[src/hw/rtl/separable_gaussian_blur_core_macros.svh]
// ============================================================================
// Assertion macros for the separable Gaussian blur core
// Short forms for the concurrent checks that the core carries.
// ============================================================================
`ifndef SEPARABLE_GAUSSIAN_BLUR_CORE_MACROS_SVH
`define SEPARABLE_GAUSSIAN_BLUR_CORE_MACROS_SVH

// Same-cycle implication, disabled while reset is asserted.
`define SGB_ASSERT_IMPL(label, clk, rst_n, ante, cons) \
    label: assert property (@(posedge clk) disable iff (!rst_n) (ante) |-> (cons)) \
        else $error("sgb assertion failed");

// Next-cycle implication, disabled while reset is asserted.
`define SGB_ASSERT_NEXT(label, clk, rst_n, ante, cons) \
    label: assert property (@(posedge clk) disable iff (!rst_n) (ante) |=> (cons)) \
        else $error("sgb assertion failed");

`endif

[src/hw/rtl/sgb_pkg.sv]
// ============================================================================
// Separable Gaussian blur package
// Word types, register indexes and the controller/datapath interface.
// ============================================================================
package sgb_pkg;

    localparam int CFG_IDX_W  = 2;
    localparam int CFG_DATA_W = 13;
    localparam int DIM_W      = 13;
    localparam int ROW_W      = 12;
    localparam int MAX_HEIGHT = 4096;

    localparam logic [CFG_IDX_W-1:0] CFG_FRAME_WIDTH   = 2'd0;
    localparam logic [CFG_IDX_W-1:0] CFG_FRAME_HEIGHT  = 2'd1;
    localparam logic [CFG_IDX_W-1:0] CFG_CHANNEL_COUNT = 2'd2;

    typedef struct packed {
        logic       command;
        logic [7:0] sample_a;
        logic [7:0] sample_b;
        logic [7:0] sample_c;
        logic [7:0] sample_d;
    } t_in_word;

    typedef struct packed {
        logic [7:0] blur_a;
        logic [7:0] blur_b;
        logic [7:0] blur_c;
        logic [7:0] blur_d;
        logic       frame_end;
    } t_out_word;

    typedef enum logic {
        MODE_H,
        MODE_V
    } t_mode;

    typedef struct packed {
        logic  latch;
        logic  win_wr;
        logic  hx_first;
        logic  hx_tail;
        logic  hx_next;
        logic  issue;
        t_mode mode;
        logic  acc_clr;
        logic  acc_en;
        logic  ring_wr;
        logic  pos_upd;
        logic  out_ld;
    } t_cmd;

    typedef struct packed {
        logic pixel_go;
        logic col_ge_r;
        logic col_last;
        logic hx_last;
        logic ready;
        logic out_free;
    } t_sts;

endpackage

[src/hw/rtl/sgb_controller.sv]
// ============================================================================
// Separable Gaussian blur controller
// Sequences window writes, horizontal and vertical tap passes and output.
// ============================================================================
module sgb_controller #(
    parameter int  RADIUS = 10,
    localparam int TAPS   = 2 * RADIUS + 1,
    localparam int TAP_W  = $clog2(TAPS + 1)
) (
    input  logic             i_clk,
    input  logic             i_rst_n,
    input  logic             i_in_valid,
    output logic             o_in_stall,
    input  sgb_pkg::t_sts    i_sts,
    output sgb_pkg::t_cmd    o_cmd,
    output logic [TAP_W-1:0] o_tap
);

    typedef enum logic [3:0] {
        S_IDLE, S_DEC, S_HCHK, S_TCHK, S_HMAC, S_HWR, S_POS, S_RDY, S_VMAC, S_VOUT
    } t_state;

    t_state           r_state;
    logic [TAP_W-1:0] r_tap;
    logic             r_tail;
    logic             tap_end;

    assign tap_end = r_tap == TAP_W'(TAPS);

    always_ff @(posedge i_clk) begin
        if (!i_rst_n) begin
            r_state <= S_IDLE;
            r_tap   <= '0;
            r_tail  <= 1'b0;
        end else begin
            unique case (r_state)
                S_IDLE: if (i_in_valid) r_state <= S_DEC;
                S_DEC:  r_state <= i_sts.pixel_go ? S_HCHK : S_RDY;
                S_HCHK: begin
                    if (i_sts.col_ge_r) begin
                        r_tail  <= 1'b0;
                        r_tap   <= '0;
                        r_state <= S_HMAC;
                    end else begin
                        r_state <= S_TCHK;
                    end
                end
                S_TCHK: begin
                    if (i_sts.col_last) begin
                        r_tail  <= 1'b1;
                        r_tap   <= '0;
                        r_state <= S_HMAC;
                    end else begin
                        r_state <= S_POS;
                    end
                end
                S_HMAC: begin
                    if (tap_end) r_state <= S_HWR;
                    else         r_tap   <= r_tap + TAP_W'(1);
                end
                S_HWR: begin
                    if (!r_tail) begin
                        r_state <= S_TCHK;
                    end else if (!i_sts.hx_last) begin
                        r_tap   <= '0;
                        r_state <= S_HMAC;
                    end else begin
                        r_state <= S_POS;
                    end
                end
                S_POS: r_state <= S_RDY;
                S_RDY: begin
                    if (i_sts.ready) begin
                        r_tap   <= '0;
                        r_state <= S_VMAC;
                    end else begin
                        r_state <= S_IDLE;
                    end
                end
                S_VMAC: begin
                    if (tap_end) r_state <= S_VOUT;
                    else         r_tap   <= r_tap + TAP_W'(1);
                end
                S_VOUT: if (i_sts.out_free) r_state <= S_IDLE;
                default: r_state <= S_IDLE;
            endcase
        end
    end

    always_comb begin
        o_cmd      = '0;
        o_cmd.mode = (r_state == S_VMAC) ? sgb_pkg::MODE_V : sgb_pkg::MODE_H;
        unique case (r_state)
            S_IDLE: o_cmd.latch    = i_in_valid;
            S_DEC:  o_cmd.win_wr   = i_sts.pixel_go;
            S_HCHK: o_cmd.hx_first = i_sts.col_ge_r;
            S_TCHK: o_cmd.hx_tail  = i_sts.col_last;
            S_HMAC, S_VMAC: begin
                o_cmd.issue   = !tap_end;
                o_cmd.acc_clr = r_tap == '0;
                o_cmd.acc_en  = r_tap != '0;
            end
            S_HWR: begin
                o_cmd.ring_wr = 1'b1;
                o_cmd.hx_next = r_tail && !i_sts.hx_last;
            end
            S_POS:  o_cmd.pos_upd = 1'b1;
            S_VOUT: o_cmd.out_ld  = i_sts.out_free;
            default: ;
        endcase
    end

    assign o_in_stall = !i_rst_n || (r_state != S_IDLE);
    assign o_tap      = r_tap;

endmodule

[config.mk]
export PLATFORM = sky130hd
export DESIGN_NAME = sgb_controller
export DESIGN_NICKNAME = d
export VERILOG_FILES = /design/src/hw/rtl/separable_gaussian_blur_core_macros.svh /design/src/hw/rtl/sgb_pkg.sv /design/src/hw/rtl/sgb_controller.sv
export SDC_FILE = /design/constraint.sdc
export NUM_CORES = 1
export LEC_CHECK = 0
export CAP_MARGIN = 15
export CORE_MARGIN = 1.5
export CORE_UTILIZATION = 60
export DETAILED_ROUTE_END_ITERATION = 12
export DONT_BUFFER_PORTS = 1
export PLACE_DENSITY = 0.8
export SLEW_MARGIN = 20
export SYNTH_ARGS = -nofsm -noshare
export SYNTH_HDL_FRONTEND = slang
export SYNTH_SLANG_ARGS = --single-unit
[constraint.sdc]
create_clock -name i_clk -period 2 [get_ports i_clk]
set_clock_uncertainty 0.15 [all_clocks]
set_input_delay 0.1 -clock i_clk [delete_from_list [all_inputs] [get_ports i_clk]]
set_output_delay 0.1 -clock i_clk [all_outputs]
set_load 0.005 [all_outputs]
* After elaboration in Yosys (flattened, before gate mapping)
Cells that the tools add are included.
** Cells by class
- Add/subtract/negate cells :: 1
- Equality and inequality tests :: 20
- Mux-type cells :: 32
- Reduce and logical (&&, ||, !) cells :: 15
** Operators with widths (number)
- 4-bit case mux with 10 select lines :: 1
- 5-bit two-way mux :: 6
- 5-bit case mux with 5 select lines :: 1
- 4-bit two-way mux :: 5
- 2-bit != test, second input constant :: 10
- 4-bit by 3-bit == test with 1-bit output, second input constant :: 4
- 1-bit two-way mux :: 12
- 5-bit nonzero test :: 2
- 3-bit two-way mux :: 3
- 4-bit by 2-bit == test with 1-bit output, second input constant :: 2
- 4-bit == test, second input constant :: 2
- 7-bit AND reduction :: 1
- 2-bit two-way mux :: 3
- 5-bit by 1-bit adder with 5-bit output, second input constant :: 1
- 5-bit == test, second input constant :: 1
- 5-bit zero test :: 1
- 4-bit by 1-bit == test with 1-bit output, second input constant :: 1
- 4-bit zero test :: 1
- 4-bit AND reduction :: 1
- 4-bit nonzero test :: 1
- 1-bit zero test :: 3
- 3-bit AND reduction :: 1
- 1-bit case mux with 2 select lines :: 1
- 2-bit nonzero test :: 1
- 3 further kinds :: 3
** Storage, ports and cells
- Flip-flop bits (word level) :: 10
- Logic and storage cells :: 71

* Logic depth before layout (Yosys ltp)
Gate-level depths: netlist of the first run.
- Depth after elaboration :: 4
- Mapped depth :: 8

* Least setup slack after synthesis of the first run
Ideal clock, no wire load.
- Kind :: flip-flop to flip-flop
- From :: reg r_state[1]
- To :: reg r_tap[2] (netlist: o_tap[2])
- Arrival :: 1.200 ns
- Data required time :: 1.731 ns
- Setup slack :: 0.531 ns
- Stages on the path, launching flop included :: 8
- Buffers on the path :: 1
- Period minus slack after synthesis :: 1.469 ns
- Cells stage by stage :: dfxtp_1 -> buf_2 -> nor2_2 -> nand3_1 -> inv_2 -> a22oi_1 -> o21ai_2 -> o221a_1
** Between the ends
- Word-level cells in the longest chain between the ends :: 4
** RTL lines
- start, declared :: RTL line sgb_controller.sv:23 : t_state r_state;
- start signal, assigned :: RTL line sgb_controller.sv:38 : S_DEC: r_state <= i_sts.pixel_go ? S_HCHK : S_RDY;
- 4-bit == test or 4-bit by 3-bit == test with 1-bit output (tied branches) :: RTL line sgb_controller.sv:36 : unique case (r_state)
- 2-bit OR reduction (no source line)
- 5-bit nonzero test (no source line) or 2-bit != test (tied branches)
- 7-bit AND reduction (no source line)
- end signal, assigned :: RTL line sgb_controller.sv:59 : else r_tap <= r_tap + TAP_W'(1);
- end signal, assigned :: RTL line sgb_controller.sv:82 : else r_tap <= r_tap + TAP_W'(1);
- end, declared :: RTL line sgb_controller.sv:24 : logic [TAP_W-1:0] r_tap;
Several ways; a longest one is shown, not always the timed one.
A chain may end at the register's enable or synchronous reset.

* Final worst setup path of the first run
- From :: reg r_state[2]
- To :: reg r_tail
** Between the ends
- Word-level cells in the longest chain between the ends :: 3
** RTL lines
- 4-bit by 2-bit == test with 1-bit output :: RTL line sgb_controller.sv:36
- 2-bit != test (no source line) or 2-bit nonzero test (tied branches)
- 3-bit AND reduction (no source line)
- end signal, assigned :: RTL line sgb_controller.sv:34 : r_tail <= 1'b0;
- end signal, assigned :: RTL line sgb_controller.sv:41 : r_tail <= 1'b0;
- end signal, assigned :: RTL line sgb_controller.sv:50 : r_tail <= 1'b1;
- end, declared :: RTL line sgb_controller.sv:25 : logic r_tail;
Several ways; a longest one is shown, not always the timed one.

==> impl_metrics.env, run 1 <==
export IMPL_die_y_um=39.82
export IMPL_diodes=0
export IMPL_setup_tns_ps=0
export IMPL_arrival_ps=1950
export IMPL_cp_slowest_cell="dlygate4sd3_1"
export IMPL_cts_clk_slew_worst_paths_ps=60
export IMPL_hold_viol=0
export IMPL_syn_avg_cell_area_um2=7.530
export IMPL_initial_core_util_pct=63.29
export IMPL_detail_route_first_pass_iterations=4
export IMPL_dpl_hpwl_mm=1.509
export IMPL_p_total_mw=1.055
export IMPL_core_area_mm2=0.001285
export IMPL_io_pins=27
export IMPL_syn_nets=120
export IMPL_nets=130
export IMPL_rsz0062_at_grt="no"
export IMPL_cts_sinks=10
export IMPL_dieWidth_um=39.82
export IMPL_drt_total_wl_mm=2.120
export IMPL_worst_pin_slew_ps=561.1
export IMPL_drive_gt1_share_pct=13.79
export IMPL_gr_total_overflow=0
export IMPL_rows=13
export IMPL_routedWlPerCell_um=16.18
export IMPL_ys_ff_latch=10
export IMPL_post_route_period_util_pct=96.97
export IMPL_status="finished clean"
export IMPL_portBuffers=0
export IMPL_netlist_area_um2=813.3
export IMPL_critPathMaxStageDelay_ps=560
export IMPL_antenna_found_initial=0
export IMPL_finalSetupViolCount=0
export IMPL_ys_types=42
export IMPL_p_per_area_mw_per_mm2=1145
export IMPL_root_buffer="clkbuf_4"
export IMPL_grt_pass1_wl_mm=3.146
export IMPL_yosysWarningCount=0
export IMPL_htreeDepth=1
export IMPL_power_leakage_nw=0.3753
export IMPL_cp_cell_sequence="buf_4 -> nor3b_2 -> nand2_1 -> a21oi_1 -> nor3b_1 -> dlygate4sd3_1"
export IMPL_multi_input_area_um2=561.8
export IMPL_cts_buffers=3
export IMPL_syn_inst=108
export IMPL_clk_latency_ps=270
export IMPL_slew_headroom_pct=62.54
export IMPL_synth_yosys_seq_area_share_pct=24.62
export IMPL_drc=0
export IMPL_area_growth_pct=13.23
export IMPL_grt_pass1_vias=716
export IMPL_postCtsSetupBuffers=0
export IMPL_grt_max_degree=15
export IMPL_rrSetupSlack_ps=60
export IMPL_critPathLaunchType="register"
export IMPL_fmax_ghz=0.5156
export IMPL_slew_viol_final=0
export IMPL_drt_initial_drc_count=28
export IMPL_cts_buffer_depth=2
export IMPL_cp_max_fo=10
export IMPL_regArea_um2=202.7
export IMPL_worst_ir_drop_vdd_mv=0.6821
export IMPL_hold_class="in2reg"
export IMPL_num_vias=849
export IMPL_grtUsageTotal_pct=30.72
export IMPL_dieArea_mm2=0.001585
export IMPL_layout_cells_non_filler=131
export IMPL_cp_data_required_time_ps=2010
export IMPL_cts_tree="built"
export IMPL_final_core_utilization_pct=71.67
export IMPL_period_minus_slack_ps=1939
export IMPL_postRouteAntennaNets=0
export IMPL_dpl_cell_count=121
export IMPL_gp_congestion=0.8178
export IMPL_path_class="reg2reg"
export IMPL_cap_violations=0
export IMPL_fillers=103
export IMPL_cp_end_kind="register"
export IMPL_viasPerCell=6.481
[synthesized netlist by cell type (all sizes together)]
master  number  area, um^2
xor2         1       16.27
nand4b       1       8.760
or3          1       6.260
o221a        2       22.52
ha           3       37.54
nand3        4       20.02
buf          6       36.28
nor2        14       62.56
dfxtp       10       200.2
mux2i        1       10.01
a22oi        1       7.510
o21a         1       7.510
nor2b        3       18.77
nor3         2       15.01
a31oi        2       12.51
a221oi       1       8.760
nand2       10       37.54
nor4         1       6.260
and4         1       8.760
and2         1       6.260
a21boi       3       22.52
and4b        1       10.01
o21bai       1       7.510
and3         8       50.05
nor3b        3       27.52
nand2b       3       18.77
a211oi       1       7.510
a21oi        7       35.03
o21ai        8       43.79
inv          4       15.01
a311oi       1       8.760
a41oi        1       8.760
nor4b        1       8.760
[timing repair]
item                                   CTS  global route
setup endpoints to repair                0             1
hold buffers                             7             0
endpoints found under the hold margin   10             0
gates resized for setup                  0             2
[sequential cells by signal, summed over array words and instances (netlist names)]
signal / flops
o_tap: 5
r_state: 4
r_tail: 1
[cell type report]
class	instances	share of cell area [%]
inverters	4	1.630
well taps	15	2.038
multi-input cells	88	61.01
flip-flops and latches	10	22.01
clock buffers	3	2.446
repair buffers	11	10.87
[layout by cell type (no fill, tap or decap), drive strengths merged, types with 2 or more instances in the layout]
cell type / synthesis / final
nand3: 4 / 4
a21boi: 3 / 3
buf: 6 / 4
nand2: 10 / 10
a21oi: 7 / 7
inv: 4 / 4
nor3b: 3 / 3
o21ai: 8 / 8
dlygate4sd3: 0 / 7
nor2: 14 / 14
and3: 8 / 8
nor3: 2 / 2
a31oi: 2 / 2
clkbuf: 0 / 3
dfxtp: 10 / 10
nand2b: 3 / 3
ha: 3 / 3
o221a: 2 / 2
nor2b: 3 / 3
[path summary, 6_finish.rpt]
path         startpoint         end  cells after the start
min reg2reg    o_tap[0]    o_tap[0]                      1
max          r_state[2]      r_tail                      6
min            i_sts[0]  r_state[3]                      3
max reg2reg  r_state[2]      r_tail                      6
[layer usage]
metal  vias up  GRT usage (%)  routed length (um)
li1        410              -                   -
met1       392          39.33                 924
met2        40          45.08                 990
met3         7          11.93                 154
met4         0          12.07                  51
met5         -              0                   0
[where the power goes]
group / leakage (nW) / switching, mW / internal, mW
Sequential: 0.0822 / 0.105 / 0.238
Combinational: 0.279 / 0.330 / 0.241
Clock: 0.0138 / 0.0711 / 0.0698
[critical path: cells and delay by family, from the launching register on]
kind                   cells  cell delay (ps)
AOI/OAI and AO/OA          1              180
DFF                        1              390
and+or+nand+nor            3              390
buffers and inverters      2              730
[stage by stage]
stage / setup WS, ps / cell area, um^2 / hold WS, ps
finish: 60.52 / 920.9 / 12.71
detailed placement: 206.9 / 825.8 / 81.16
CTS: 36.41 / 918.4 / 8.522
global placement: 208.4 / 825.8 / 81.04
floorplan: 531.0 / 813.3 / 95.05
global route: 3.028 / 920.9 / 34.20
[cells by family (layout without fill, tap and decap cells)]
logic type | Yosys count | after routing | synth area share, %
AO/OA/AOI/OAI | 29 | 29 | 23.69
flip-flops | 10 | 10 | 24.62
adder cells (fa/ha/maj) | 3 | 3 | 4.616
XOR/XNOR | 1 | 1 | 2.001
buffers and inverters | 10 | 18 | 6.307
AND/OR/NAND/NOR | 54 | 54 | 37.54
multiplexers | 1 | 1 | 1.231
No activity file was read; power rests on OpenSTA's default activity.
==> run 2, diff against run 1 <==
MAX_ROUTING_LAYER = met4   (was default)
==> impl_metrics.env, run 2 (synthesis gave the netlist of run 1 again) <==
export IMPL_clk_latency_ps=280
export IMPL_grt_pass1_wl_mm=3.132
export IMPL_drive_gt1_share_pct=13.79
export IMPL_antenna_found_initial=0
export IMPL_rsz0062_at_grt="no"
export IMPL_die_y_um=39.82
export IMPL_grt_pass1_vias=716
export IMPL_area_growth_pct=13.23
export IMPL_viasPerCell=6.534
export IMPL_critPathLaunchType="register"
export IMPL_cts_buffers=3
export IMPL_dieWidth_um=39.82
export IMPL_cp_end_kind="register"
export IMPL_largest_register_ffs=5
export IMPL_gp_congestion=0.8300
export IMPL_power_leakage_nw=0.3753
export IMPL_root_buffer="clkbuf_4"
export IMPL_cts_buffer_depth=2
export IMPL_fillers=103
export IMPL_cp_max_fo=10
export IMPL_setup_tns_ps=0
export IMPL_nets=130
export IMPL_period_minus_slack_ps=1932
export IMPL_cap_violations=0
export IMPL_rows=13
export IMPL_slew_headroom_pct=62.67
export IMPL_path_class="reg2reg"
export IMPL_p_total_mw=1.055
export IMPL_drt_initial_drc_count=20
export IMPL_layout_cells_most_common_list="12 x nor2_1, 10 x nand2_1, 8 x and3_1, 8 x dfxtp_1"
export IMPL_cts_tree="built"
export IMPL_initial_core_util_pct=63.29
export IMPL_hold_class="in2reg"
export IMPL_io_pins=27
export IMPL_detail_route_first_pass_iterations=4
export IMPL_portBuffers=0
export IMPL_worst_ir_drop_vdd_mv=0.6821
export IMPL_drc=0
export IMPL_cts_sinks=10
export IMPL_arrival_ps=1940
export IMPL_slew_viol_final=0
export IMPL_cp_cell_sequence="buf_4 -> nor3b_2 -> nand2_1 -> a21oi_1 -> nor3b_1 -> dlygate4sd3_1"
export IMPL_core_area_mm2=0.001285
export IMPL_routedWlPerCell_um=16.40
export IMPL_postRouteAntennaNets=0
export IMPL_drt_total_wl_mm=2.149
export IMPL_post_route_period_util_pct=96.59
export IMPL_htreeDepth=1
export IMPL_grtUsageTotal_pct=31.34
export IMPL_dieArea_mm2=0.001585
export IMPL_final_area_um2=920.9
export IMPL_worst_pin_slew_ps=559.2
export IMPL_status="finished clean"
export IMPL_dpl_hpwl_mm=1.509
export IMPL_gr_total_overflow=0
export IMPL_critPathMaxStageDelay_ps=560
export IMPL_hold_viol=0
export IMPL_cts_clk_slew_worst_paths_ps=60
export IMPL_mostFrequentLayoutCell="nor2_1"
export IMPL_p_per_area_mw_per_mm2=1146
export IMPL_holdWs_ps=16.70
export IMPL_grt_max_degree=15
export IMPL_num_vias=856
export IMPL_cp_buffers_inverters=2
export IMPL_fmax_ghz=0.5177
export IMPL_finalSetupViolCount=0
export IMPL_diodes=0
export IMPL_dpl_cell_area_um2=825.8
export IMPL_postCtsSetupBuffers=0
export IMPL_cp_top_family="buffers and inverters"
export IMPL_cp_data_required_time_ps=2010
export IMPL_cp_slowest_cell="dlygate4sd3_1"
run 2: cell counts in the layout (fill, tap and decap cells not counted):
Identical to the previous run, type by type.
run 2: timing repair:
| item | in CTS | in global routing |
|---|---|---|
| hold buffers | 7 | 0 |
| endpoints found under the setup margin | 0 | 1 |
| hold endpoints to repair | 10 | 0 |
| gates resized for setup | 0 | 2 |
run 2: path summary, 6_finish.rpt:
kind / to / from / cells past startpoint / slack, ps
worst max-delay path: r_tail / r_state[2] / 6 / 70
worst max register to register: r_tail / r_state[2] / 6 / 70
worst min register to register: o_tap[0] / o_tap[0] / 1 / 400
worst min-delay path: r_state[3] / i_sts[0] / 3 / 20
run 2: cell type report:
cell class / count / area [um^2] / share of cell area [%]
Multi-Input combinational cell: 88 / 561.8 / 61.01
Inverter: 4 / 15.01 / 1.630
Timing Repair Buffer: 11 / 100.1 / 10.87
Tap cell: 15 / 18.77 / 2.038
Sequential cell: 10 / 202.7 / 22.01
Clock buffer: 3 / 22.52 / 2.446
run 2: per-layer routing:
| metal | global-route usage, % | routed length [um] |
|---|---|---|
| met5 | - | 0 |
| met4 | 12.07 | 51 |
| met3 | 11.36 | 140 |
| met2 | 45.08 | 1034 |
| met1 | 39.33 | 922 |
run 2: worst register-to-register path, stage by stage, from the launching register on:
cell and delay [ps]:
dfxtp_2 390, buf_4 170, nor3b_2 230, nand2_1 90, a21oi_1 170, nor3b_1 70, dlygate4sd3_1 560
run 2: through the flow:
stage	std cells	utilization [%]	setup slack, ps
final	131	71.67	68.26
after global routing	131	71.67	3.050
after floorplan	108	-	531.0
after detailed placement	121	64.26	206.9
after CTS	131	71.47	36.41
after global placement	121	64.26	208.4
run 2: power by group:
part           internal (mW)  total (mW)  leakage, nW  switching [mW]
Clock                 0.0698       0.142       0.0138          0.0721
Combinational          0.241       0.569        0.279           0.329
Sequential             0.238       0.344       0.0822           0.106
==> run 3, diff against run 2 <==
CORE_AREA = 2 2 39 41   (was default)
CORE_MARGIN = default   (was 1.5)
CORE_UTILIZATION = default   (was 60)
CTS_BUF_LIST = sky130_fd_sc_hd__clkbuf_8   (was default)
DIE_AREA = 0 0 41 43   (was default)
PLACE_DENSITY = 0.81   (was 0.8)
SKIP_LAST_GASP = 1   (was default)
==> impl_metrics.env, run 3 (synthesis gave the netlist of run 1 again) <==
export IMPL_cp_max_fo=7
export IMPL_critPathLaunchType="register"
export IMPL_cp_data_required_time_ps=2030
export IMPL_hold_class="in2reg"
export IMPL_layout_cells_non_filler=131
export IMPL_mostFrequentLayoutCell="nor2_1"
export IMPL_cap_violations=0
export IMPL_area_growth_pct=17.69
export IMPL_r2r_cells=6
export IMPL_layout_cells_most_common_list="11 x nor2_1, 10 x nand2_1, 8 x and3_1"
export IMPL_rr_endpoint="r_state[3]"
export IMPL_p_per_area_mw_per_mm2=1210
export IMPL_dpl_hpwl_mm=1.429
export IMPL_grt_max_degree=15
export IMPL_cp_end_kind="register"
export IMPL_grt_pass1_vias=743
export IMPL_cp_cell_sequence="buf_4 -> nand2b_2 -> a211oi_2 -> a41oi_2 -> nor2_1 -> dlygate4sd3_1"
export IMPL_worst_ir_drop_vdd_mv=0.7808
export IMPL_cts_buffer_depth=2
export IMPL_arrival_ps=1900
export IMPL_min_path_cells=3
export IMPL_slew_headroom_pct=76.75
export IMPL_dieArea_mm2=0.001763
export IMPL_path_depth=6
export IMPL_cts_clk_slew_worst_paths_ps=50
export IMPL_drt_total_wl_mm=2.082
export IMPL_r2r_start="r_state[1]"
export IMPL_postCtsSetupBuffers=0
export IMPL_min_from="i_sts[4]"
export IMPL_core_area_mm2=0.001384
export IMPL_drive_gt1_share_pct=19.13
export IMPL_cts_sinks=10
export IMPL_fmax_ghz=0.5346
export IMPL_rsz0062_at_grt="no"
export IMPL_rows=14
export IMPL_fillers=117
export IMPL_gr_total_overflow=0
export IMPL_routedWlPerCell_um=15.89
export IMPL_regArea_um2=205.2
export IMPL_drc=0
export IMPL_finalSetupViolCount=0
export IMPL_rrSetupSlack_ps=130
export IMPL_htreeDepth=1
export IMPL_dpl_cell_count=121
export IMPL_status="finished clean"
export IMPL_cp_top_family="buffers and inverters"
export IMPL_postRouteAntennaNets=0
export IMPL_setup_tns_ps=0
export IMPL_grtUsageTotal_pct=27.48
export IMPL_detail_route_first_pass_iterations=4
export IMPL_viasPerCell=6.344
export IMPL_power_leakage_nw=0.3882
export IMPL_initial_core_util_pct=58.77
export IMPL_antenna_found_initial=0
export IMPL_largest_register_ffs=5
export IMPL_whs_endpoint="r_state[1]"
export IMPL_gp_congestion=0.7933
export IMPL_final_area_um2=957.2
export IMPL_path_class="reg2reg"
export IMPL_drt_initial_drc_count=25
export IMPL_period_minus_slack_ps=1870
export IMPL_root_buffer="clkbuf_8"
export IMPL_die_y_um=43
export IMPL_grt_pass1_wl_mm=3.187
export IMPL_critPathMaxStageDelay_ps=570
export IMPL_hold_viol=0
export IMPL_nets=128
export IMPL_cp_slowest_cell="dlygate4sd3_1"
export IMPL_diodes=0
export IMPL_io_pins=27
export IMPL_cp_buffers_inverters=2
export IMPL_slew_viol_final=0
export IMPL_portBuffers=0
export IMPL_num_vias=831
export IMPL_post_route_period_util_pct=93.52
export IMPL_multi_input_area_um2=579.3
export IMPL_clk_latency_ps=240
export IMPL_worst_pin_slew_ps=343.9
export IMPL_dpl_cell_area_um2=819.5
export IMPL_fin_ws_ps=129.6
export IMPL_cts_tree="built"
export IMPL_cts_buffers=3
export IMPL_dp_slack_ps=218.8
export IMPL_dieWidth_um=41
-- run 3: changes by cell type in the layout (fill, tap and decap cells not counted), moves of 2 or more --
cell | previous run | this run
clkbuf_4 | 3 | 0
clkbuf_8 | 0 | 4
dfxtp_1 | 8 | 6
dfxtp_2 | 2 | 4
-- run 3: final cells by class --
| cell class | instances | share of cell area [%] |
|---|---|---|
| inverters | 4 | 1.569 |
| repair buffers | 9 | 8.627 |
| multi-input cells | 88 | 60.52 |
| well taps | 16 | 2.092 |
| flip-flops and latches | 10 | 21.44 |
| clock buffers | 4 | 5.752 |
-- run 3: worst min-delay path, stage by stage --
cell and delay [ps]:
mux2i_1 60, nor3_1 140, nor4_1 80
-- run 3: timing repair --
action | CTS | global route
hold buffers | 6 | 0
endpoints found under the hold margin | 10 | 0
gates resized for setup | 0 | 8
endpoints found under the setup margin | 0 | 2
-- run 3: worst max path at each step --
stage	from	to	slack, ps
5_1_grt	r_state[1]	r_state[3]	2
2_1_floorplan	r_state[1]	o_tap[2]	530
3_5_place_dp	r_state[0]	r_state[0]	220
4_1_cts	r_state[1]	r_state[3]	40
6_report	r_state[1]	r_state[3]	130
3_3_place_gp	r_state[0]	r_state[0]	270
-- run 3: stage by stage --
stage	hold WS [ps]	power (mW)	util [%]
finish	28.96	1.158	69.17
global route	70.89	1.251	69.17
CTS	30.14	1.131	67.54
detailed placement	75.91	0.8553	59.22
global placement	72.75	0.8394	59.22
floorplan	95.05	0.7670	-
-- run 3: report_power, final --
| part | leakage [nW] | switching, mW | internal (mW) | total [mW] |
|---|---|---|---|---|
| Clock | 0.0288 | 0.0877 | 0.174 | 0.261 |
| Combinational | 0.277 | 0.310 | 0.234 | 0.543 |
| Sequential | 0.0828 | 0.111 | 0.243 | 0.354 |
| Total | 0.388 | 0.508 | 0.650 | 1.16 |
-- run 3: metal layers --
layer  global-route usage, %  routed length, um
met4                   18.00                 63
met1                   33.22                907
met3                   5.759                128
met5                       -                  0
met2                   39.38                983
